[src/rtl/egs_pkg.sv]
// ----------------------------------------------------------------------------
// egs_pkg
// Types and constants of the epoch goodness scheduler.
// ----------------------------------------------------------------------------
`default_nettype none

package egs_pkg;

  typedef enum logic [1:0] {
    ST_FREE    = 2'd0,
    ST_READY   = 2'd1,
    ST_BLOCKED = 2'd2,
    ST_CURRENT = 2'd3
  } status_t;

  typedef enum logic [1:0] {
    MODE_CREATE  = 2'd0,
    MODE_STATUS  = 2'd1,
    MODE_PRIO    = 2'd2,
    MODE_RESCHED = 2'd3
  } mode_t;

  typedef enum logic [3:0] {
    S_IDLE,
    S_UPD_RD,
    S_UPD_WR,
    S_RS_RD,
    S_RS_CHG,
    S_SCAN,
    S_SCAN_END,
    S_CUR_RD,
    S_CUR_WR,
    S_BEST_RD,
    S_BEST_WR,
    S_FIN
  } state_t;

  // one process table entry
  typedef struct packed {
    status_t     status;
    logic [7:0]  base;
    logic [7:0]  eprio;
    logic [9:0]  cnt;
    logic [9:0]  quant;
    logic        late;
  } entry_t;

  localparam logic signed [19:0] BUDGET_MAX = 20'sd131071;
  localparam logic signed [19:0] BUDGET_MIN = -20'sd131072;
  localparam logic [7:0]         DEFAULT_SLICE_RST = 8'd10;

endpackage

`default_nettype wire

[src/rtl/egs_ram.sv]
// ----------------------------------------------------------------------------
// egs_ram
// Simple dual-port RAM: one write port, one read port with registered data.
// ----------------------------------------------------------------------------
`default_nettype none

module egs_ram #(
  parameter int WIDTH = 8,
  parameter int DEPTH = 64
) (
  input  wire logic                     clk,
  input  wire logic                     we,
  input  wire logic [$clog2(DEPTH)-1:0] waddr,
  input  wire logic [WIDTH-1:0]         wdata,
  input  wire logic [$clog2(DEPTH)-1:0] raddr,
  output logic      [WIDTH-1:0]         rdata
);

  logic [WIDTH-1:0] mem [DEPTH];

  always_ff @(posedge clk) begin
    if (we) begin
      mem[waddr] <= wdata;
    end
    rdata <= mem[raddr];
  end

endmodule

`default_nettype wire

[src/rtl/epoch_goodness_scheduler.sv]
// ----------------------------------------------------------------------------
// epoch_goodness_scheduler
// Process table with epoch based goodness scheduling.
// ----------------------------------------------------------------------------
// Input channel (in_valid/in_ready) takes one word per item: mode selects
// create, set status, change priority or reschedule. Every item yields one
// result word on the output channel (out_valid/out_ready).
// One item is worked on at a time; in_ready is high only while idle.
// A table update reads the entry and then writes it back. A reschedule
// reads the table RAM once per entry in a one-entry-per-cycle scan, plus
// reads and writes of the old and the new running entry around it.
// The result sits in an output register; the next item is accepted while
// it waits. If the receiver stalls, a finished item waits until the output
// register frees up.
// Reset (rst, synchronous) clears per-entry valid flags, so every entry
// reads as free and zero (entry 0 as current) without a clearing pass;
// default_slice returns to 10 and the null process runs.
// cfg_we/cfg_wdata write default_slice; write only while idle.
// ----------------------------------------------------------------------------
`default_nettype none

module epoch_goodness_scheduler
  import egs_pkg::*;
#(
  parameter int NUM_PROCS = 64
) (
  input  wire logic       clk,
  input  wire logic       rst,
  input  wire logic       cfg_we,
  input  wire logic [7:0] cfg_wdata,
  input  wire logic       in_valid,
  output logic            in_ready,
  input  wire logic [1:0] mode,
  input  wire logic [5:0] proc_index,
  input  wire logic [1:0] new_status,
  input  wire logic [7:0] priority_req,
  input  wire logic [9:0] remaining_ticks,
  output logic            out_valid,
  input  wire logic       out_ready,
  output logic [5:0]      next_process,
  output logic [9:0]      slice_ticks,
  output logic            epoch_started,
  output logic            was_reschedule
);

  localparam int IW = $clog2(NUM_PROCS);
  localparam int SW = IW + 10;
  localparam int EW = $bits(entry_t);

  state_t state, state_next;

  logic [7:0]    dslice;
  mode_t         r_mode;
  logic [5:0]    r_idx;
  logic [1:0]    r_status;
  logic [7:0]    r_prio;
  logic [9:0]    r_ticks;

  logic [IW-1:0] run;
  logic [17:0]   budget;
  logic          fresh;
  logic [SW-1:0] sum;
  logic [IW-1:0] best;
  logic [10:0]   best_good;
  logic [9:0]    best_cnt;
  logic [IW-1:0] scan_idx;
  logic          p_vld;
  logic [IW-1:0] p_idx;

  logic [5:0]    res_next;
  logic [9:0]    res_slice;
  logic          res_epoch;
  logic          res_resched;

  logic [NUM_PROCS-1:0] vld;
  logic          rd_vld;
  logic          rd_is0;

  logic          we;
  logic [IW-1:0] waddr;
  entry_t        wdata;
  logic [IW-1:0] raddr;
  logic [EW-1:0] rdata;
  entry_t        rd_ent;

  logic          idx_ok;
  logic [IW-1:0] upd_addr;

  // scan datapath
  logic [9:0]    q;
  logic [10:0]   good;
  logic          scan_use;
  logic          scan_wr;
  logic          better;

  // budget datapath
  logic signed [10:0] used;
  logic signed [19:0] b_raw;
  logic [17:0]        b_sat;

  egs_ram #(
    .WIDTH(EW),
    .DEPTH(NUM_PROCS)
  ) u_ram (
    .clk  (clk),
    .we   (we),
    .waddr(waddr),
    .wdata(wdata),
    .raddr(raddr),
    .rdata(rdata)
  );

  // never-written entries read as their reset value
  always_comb begin
    if (rd_vld) begin
      rd_ent = entry_t'(rdata);
    end else begin
      rd_ent        = '0;
      rd_ent.status = rd_is0 ? ST_CURRENT : ST_FREE;
    end
  end

  assign idx_ok   = {26'b0, r_idx} < 32'(NUM_PROCS);
  assign upd_addr = IW'(r_idx);

  // scan of one entry
  always_comb begin
    if (rd_ent.quant == rd_ent.cnt) begin
      q = {2'b0, rd_ent.base};
    end else begin
      q = {1'b0, rd_ent.cnt[9:1]} + {2'b0, rd_ent.base};
    end
    scan_use = (rd_ent.status != ST_FREE) && !(rd_ent.late && !fresh);
    scan_wr  = p_vld && scan_use && fresh;
    if (fresh) begin
      good = {1'b0, q} + {3'b0, rd_ent.base};
    end else if (rd_ent.cnt == 10'd0) begin
      good = 11'd0;
    end else begin
      good = {1'b0, rd_ent.cnt} + {3'b0, rd_ent.eprio};
    end
    better = p_vld && scan_use && (good > best_good) &&
             ((rd_ent.status == ST_CURRENT) || (rd_ent.status == ST_READY));
  end

  // budget charge
  always_comb begin
    used  = $signed({1'b0, rd_ent.cnt}) - $signed({1'b0, r_ticks});
    b_raw = $signed({{2{budget[17]}}, budget}) - $signed({{9{used[10]}}, used});
    if (b_raw > BUDGET_MAX) begin
      b_sat = BUDGET_MAX[17:0];
    end else if (b_raw < BUDGET_MIN) begin
      b_sat = BUDGET_MIN[17:0];
    end else begin
      b_sat = b_raw[17:0];
    end
  end

  // next state
  always_comb begin
    state_next = state;
    unique case (state)
      S_IDLE: begin
        if (in_valid) begin
          state_next = (mode_t'(mode) == MODE_RESCHED) ? S_RS_RD : S_UPD_RD;
        end
      end
      S_UPD_RD:   state_next = S_UPD_WR;
      S_UPD_WR:   state_next = S_FIN;
      S_RS_RD:    state_next = S_RS_CHG;
      S_RS_CHG:   state_next = S_SCAN;
      S_SCAN: begin
        if (scan_idx == IW'(1)) begin
          state_next = S_SCAN_END;
        end
      end
      S_SCAN_END: state_next = S_CUR_RD;
      S_CUR_RD:   state_next = S_CUR_WR;
      S_CUR_WR:   state_next = S_BEST_RD;
      S_BEST_RD:  state_next = S_BEST_WR;
      S_BEST_WR:  state_next = S_FIN;
      S_FIN: begin
        if (!out_valid || out_ready) begin
          state_next = S_IDLE;
        end
      end
      default:    state_next = S_IDLE;
    endcase
  end

  // memory control
  always_comb begin
    in_ready = (state == S_IDLE);
    we       = 1'b0;
    waddr    = run;
    wdata    = rd_ent;
    raddr    = run;
    if (scan_wr) begin
      we          = 1'b1;
      waddr       = p_idx;
      wdata       = rd_ent;
      wdata.quant = q;
      wdata.cnt   = q;
      wdata.late  = 1'b0;
      wdata.eprio = rd_ent.base;
    end
    unique case (state)
      S_UPD_RD: raddr = upd_addr;
      S_UPD_WR: begin
        waddr = upd_addr;
        unique case (r_mode)
          MODE_CREATE: begin
            wdata        = '0;
            wdata.status = ST_READY;
            wdata.base   = r_prio;
            wdata.late   = 1'b1;
            we           = idx_ok && (r_idx != 6'd0);
          end
          MODE_STATUS: begin
            wdata.status = status_t'(r_status);
            we           = idx_ok && (status_t'(r_status) != ST_CURRENT);
          end
          MODE_PRIO: begin
            wdata.base = r_prio;
            we         = idx_ok;
          end
          default: we = 1'b0;
        endcase
      end
      S_RS_CHG: begin
        we        = 1'b1;
        wdata.cnt = r_ticks;
      end
      S_SCAN:  raddr = scan_idx;
      S_CUR_WR: begin
        wdata.status = ST_READY;
        we           = (rd_ent.status == ST_CURRENT);
      end
      S_BEST_RD: raddr = best;
      S_BEST_WR: begin
        waddr        = best;
        wdata.status = ST_CURRENT;
        we           = 1'b1;
      end
      default: ;
    endcase
  end

  always_ff @(posedge clk) begin
    if (rst) begin
      state     <= S_IDLE;
      dslice    <= DEFAULT_SLICE_RST;
      run       <= '0;
      budget    <= '0;
      vld       <= '0;
      p_vld     <= 1'b0;
      out_valid <= 1'b0;
    end else begin
      state <= state_next;
      if (cfg_we) begin
        dslice <= cfg_wdata;
      end
      if (we) begin
        vld[waddr] <= 1'b1;
      end
      p_vld <= (state == S_SCAN);
      if (state == S_RS_CHG) begin
        budget <= b_sat;
      end
      if (state == S_CUR_RD && fresh) begin
        budget <= (32'(sum) > 32'd131071) ? 18'd131071 : 18'(sum);
      end
      if (state == S_BEST_WR) begin
        run <= best;
      end
      if (state == S_FIN && (!out_valid || out_ready)) begin
        out_valid <= 1'b1;
      end else if (out_ready) begin
        out_valid <= 1'b0;
      end
    end
  end

  always_ff @(posedge clk) begin
    rd_vld <= vld[raddr];
    rd_is0 <= (raddr == '0);
    p_idx  <= scan_idx;
    if (in_valid && in_ready) begin
      r_mode   <= mode_t'(mode);
      r_idx    <= proc_index;
      r_status <= new_status;
      r_prio   <= priority_req;
      r_ticks  <= remaining_ticks;
    end
    if (state == S_RS_CHG) begin
      fresh     <= (b_raw <= 20'sd0) || (run == '0);
      scan_idx  <= IW'(NUM_PROCS - 1);
      sum       <= '0;
      best      <= '0;
      best_good <= '0;
      best_cnt  <= '0;
    end
    if (state == S_SCAN) begin
      scan_idx <= scan_idx - IW'(1);
    end
    if (scan_wr) begin
      sum <= sum + SW'(q);
    end
    if (better) begin
      best      <= p_idx;
      best_good <= good;
      best_cnt  <= fresh ? q : rd_ent.cnt;
    end
    if (state == S_UPD_WR) begin
      res_next    <= 6'(run);
      res_slice   <= '0;
      res_epoch   <= 1'b0;
      res_resched <= 1'b0;
    end
    if (state == S_BEST_WR) begin
      res_next    <= 6'(best);
      res_slice   <= (best == '0) ? {2'b0, dslice} : best_cnt;
      res_epoch   <= fresh;
      res_resched <= 1'b1;
    end
    if (state == S_FIN && (!out_valid || out_ready)) begin
      next_process   <= res_next;
      slice_ticks    <= res_slice;
      epoch_started  <= res_epoch;
      was_reschedule <= res_resched;
    end
  end

endmodule

`default_nettype wire

[config.mk]
export PLATFORM = sky130hd
export DESIGN_NAME = epoch_goodness_scheduler
export DESIGN_NICKNAME = d
export VERILOG_FILES = /design/src/rtl/egs_pkg.sv /design/src/rtl/egs_ram.sv /design/src/rtl/epoch_goodness_scheduler.sv
export SDC_FILE = /design/constraint.sdc
export NUM_CORES = 2
export LEC_CHECK = 0
export BUFFER_PORTS_ARGS = -buffer_cell sky130_fd_sc_hd__buf_2
export CAP_MARGIN = 30
export CORE_ASPECT_RATIO = 0.6
export CORE_MARGIN = 2
export CORE_UTILIZATION = 50
export CTS_CLUSTER_DIAMETER = 80
export DETAILED_ROUTE_END_ITERATION = 10
export PLACE_DENSITY = 0.65
export SLEW_MARGIN = 20
export SYNTH_ARGS = -nofsm -noshare
export SYNTH_HDL_FRONTEND = slang
export SYNTH_SLANG_ARGS = --single-unit
[constraint.sdc]
create_clock -name clk -period 8 [get_ports clk]
set_clock_uncertainty 0.2 [all_clocks]
set_input_delay 0 -clock clk [delete_from_list [all_inputs] [get_ports clk]]
set_output_delay 0 -clock clk [all_outputs]
set_load 0.02 [all_outputs]
==> impl_metrics.ini <==
[floorplan]
die-area_um2 = 228500
rows = 134
die_x_um = 615.7
start_util = 0.5038
coreArea_um2 = 222800
io_pins = 61
die_h_um = 371.0

[global_route]
grt_pass1_vias = 68540
grt_pass1_wl_mm = 521.6
antenna_found_initial = 25
overflow = 0
grt_max_degree = 117
grt_use_total = 0.3198

[setup_path]
end_kind = flip-flop
worstPathArrival_ps = 7470
start_kind = flip-flop
critPathRequiredTime_ps = 8420
crit_path_max_fanout = 17
path_class = reg -> reg

[clocking]
root_buffer = clkbuf_16
htreeDepth = 4
cts.clk_slew.worst_paths_ps = 70
insertion_delay_ps = 960
ctsLongestPathBuffers = 4
post_cts_buffers = 0
cts_inserted_buffers = 241
tritoncts = built
clock_sinks = 2759

[power_and_ir_drop]
power.leakage_uw = 0.04337
power_density_nw_per_um2 = 322.2
peakVddDrop_mv = 0.2264

[synth]
synthesis.nets = 8006
yosysTopAreaCell = edfxtp_1
ys.flop_type = edfxtp_1
synth_compound_area_frac = 0.1016
synth-seq-area-share = 0.7246
ys_ff_latch = 2759
synth_edf_count = 2609
synth_top_family_by_area = compound AO/OA/AOI/OAI gates
synthArstFlopShare = 0
synth_most_common_cell = edfxtp_1
synth_top_area_share = 0.6979
synth_area_um2 = 112300
synth_adder_area_share = 0.009384
synthCells = 7890
syn-mean-instance-area_um2 = 14.23
ys_warn_count = 0
synth_commonest_cells = edfxtp_1, nand2_1, nand3_1, a31oi_1, nor2_1
synth_area_leaders = edfxtp_1, nand2_1, dfxtp_1, mux2i_1, a211oi_1
synthMuxAreaShare = 0.04010
synth.distinct_cells = 98
synth_xor_area_frac = 0.004993
synthSimpleGateAreaFrac = 0.09271

[flow_run]
drv_cap = 0

[timing]
fin_crit_sh = 0.8821
finalSetupTns_ps = 0
hold_slack_ps = 98.64
period_needed_ps = 7057
fmax_ghz = 0.1417
rsz0062_at_grt = no
hold_viol = 0
max_slew_margin = 0.2777
setup_slack_ps = 942.9
setup_viol = 0
worst_slew_pin_slew_ps = 1077
drv_slew = 0

[detailed_routing]
drt_wl_total_mm = 373.4
drtIter0Drc = 13280
routedWlPerCell_um = 33.17
via_per_inst = 6.687
antenna_left = 0
drt-pass1-iter-count = 9
vias = 75280
drc = 0

[run_status]
status = completed

[place]
place_area_um2 = 117500
place_hpwl_mm = 222.4
port_buffers = 60
pre_cts_ws_ps = 1106
gp_congestion = 0.9243

[finish]
drive_above_1_share = 0.1209
stdcell_area_um2 = 126300
final_core_utilization = 0.5667
fin_nets = 8186
area_growth_pct = 12.47

[min_path]
holdCritPathClass = in -> reg
per-stage QoR:
step | instances | total power (uW)
6_report | 11260 | 40680
5_1_grt | 11250 | 41650
4_1_cts | 11240 | 40300
3_5_place_dp | 10710 | 28890
3_3_place_gp | 10700 | 28740
2_1_floorplan | 7890 | 24010
layout make-up:
class / instances / area (um2)
Antenna cell: 5 / 12.51
Clock buffer: 310 / 6382
Clock inverter: 124 / 1205
Fill cell: 17450 / 96560
Inverter: 116 / 435.4
Multi-Input combinational cell: 4491 / 29030
Sequential cell: 2759 / 81350
Tap cell: 2992 / 3744
Timing Repair Buffer: 461 / 4103
cells in the final DEF, fill, tap and decap left out, types with 36 or more instances in the layout:
| cell | count |
|---|---|
| xnor2_1 | 44 |
| nor2_1 | 217 |
| nor3_1 | 57 |
| mux2i_1 | 254 |
| o221ai_1 | 56 |
| clkinv_1 | 46 |
| o32a_1 | 39 |
| buf_4 | 265 |
| mux2_2 | 112 |
| o21ai_0 | 116 |
| a21oi_1 | 269 |
| o22ai_1 | 76 |
| o211ai_1 | 40 |
| dfxtp_1 | 149 |
| nand3_1 | 315 |
| buf_2 | 62 |
| o2111ai_1 | 39 |
| clkbuf_1 | 62 |
| nor2_4 | 70 |
| ha_1 | 69 |
| a31oi_1 | 310 |
| dlygate4sd3_1 | 93 |
| clkbuf_16 | 243 |
| edfxtp_1 | 2609 |
| a211oi_1 | 276 |
| inv_1 | 110 |
| a211o_1 | 55 |
| nand2_1 | 1209 |
| and2_1 | 36 |
| and3_1 | 241 |
worst paths after layout:
path | startpoint | endpoint | slack [ps] | depth (start not counted)
setup / recovery | rd_vld | best_cnt[4] | 940 | 23
hold / removal | in_valid | state[0] | 100 | 6
hold reg to reg | res_slice[4] | slice_ticks[4] | 220 | 0
setup reg to reg | rd_vld | best_cnt[4] | 940 | 23
power breakdown:
part	internal (uW)	leakage [uW]	total [uW]	switching [uW]
logic	2950	0.0145	11500	8540
clock network	6320	0.00367	11600	5280
registers	17400	0.0252	17600	211
total	26700	0.0434	40700	14000
routing by layer:
layer / global-route usage / up-vias / wire [um]
met1: 0.5028 / 37890 / 156600
met4: 0.09118 / 22 / 11290
li1: - / 30880 / -
met5: 0 / - / 148
met3: 0.09233 / 656 / 56780
met2: 0.4261 / 5828 / 148500
cell families after synthesis:
kind of cell	after synthesis
mux	399
simple gates	2318
fa+ha+maj	82
compound gates	1628
xor+xnor	64
buf+inv	640
flops	2759
critical path, cell delays in order (launching register included):
cell and delay [ps]:
dfxtp_2 580, nand2_1 310, inv_1 210, ha_1 200, inv_1 70, fa_1 460, xor2_1 160, nor2_1 130
xnor2_1 80, nor2_1 410, ha_1 390, nand3_1 110, nor4_1 60, o311ai_0 580, a21boi_0 170, o21ai_0 340
nor3_1 120, or3_1 350, ha_1 290, and4_1 230, o211a_1 160, o41ai_2 360, nand2_1 410, buf_4 370
what timing repair did:
action	4_1_cts	5_1_grt
setup endpoints to repair	0	0
gates resized for setup	0	0
hold buffers	93	0
endpoints found under the hold margin	176	0
flip-flops by register name, indices dropped and copies added (netlist names), 8 cells and up:
| name | flops |
|---|---|
| best_cnt | 10 |
| best_good | 11 |
| budget | 18 |
| dslice | 8 |
| r_prio | 8 |
| r_ticks | 10 |
| res_slice | 10 |
| slice_ticks | 10 |
| sum | 16 |
| u_ram.mem | 2496 |
| u_ram.rdata | 39 |
| vld | 64 |
Note: power is estimated with default switching activity, not from simulation.
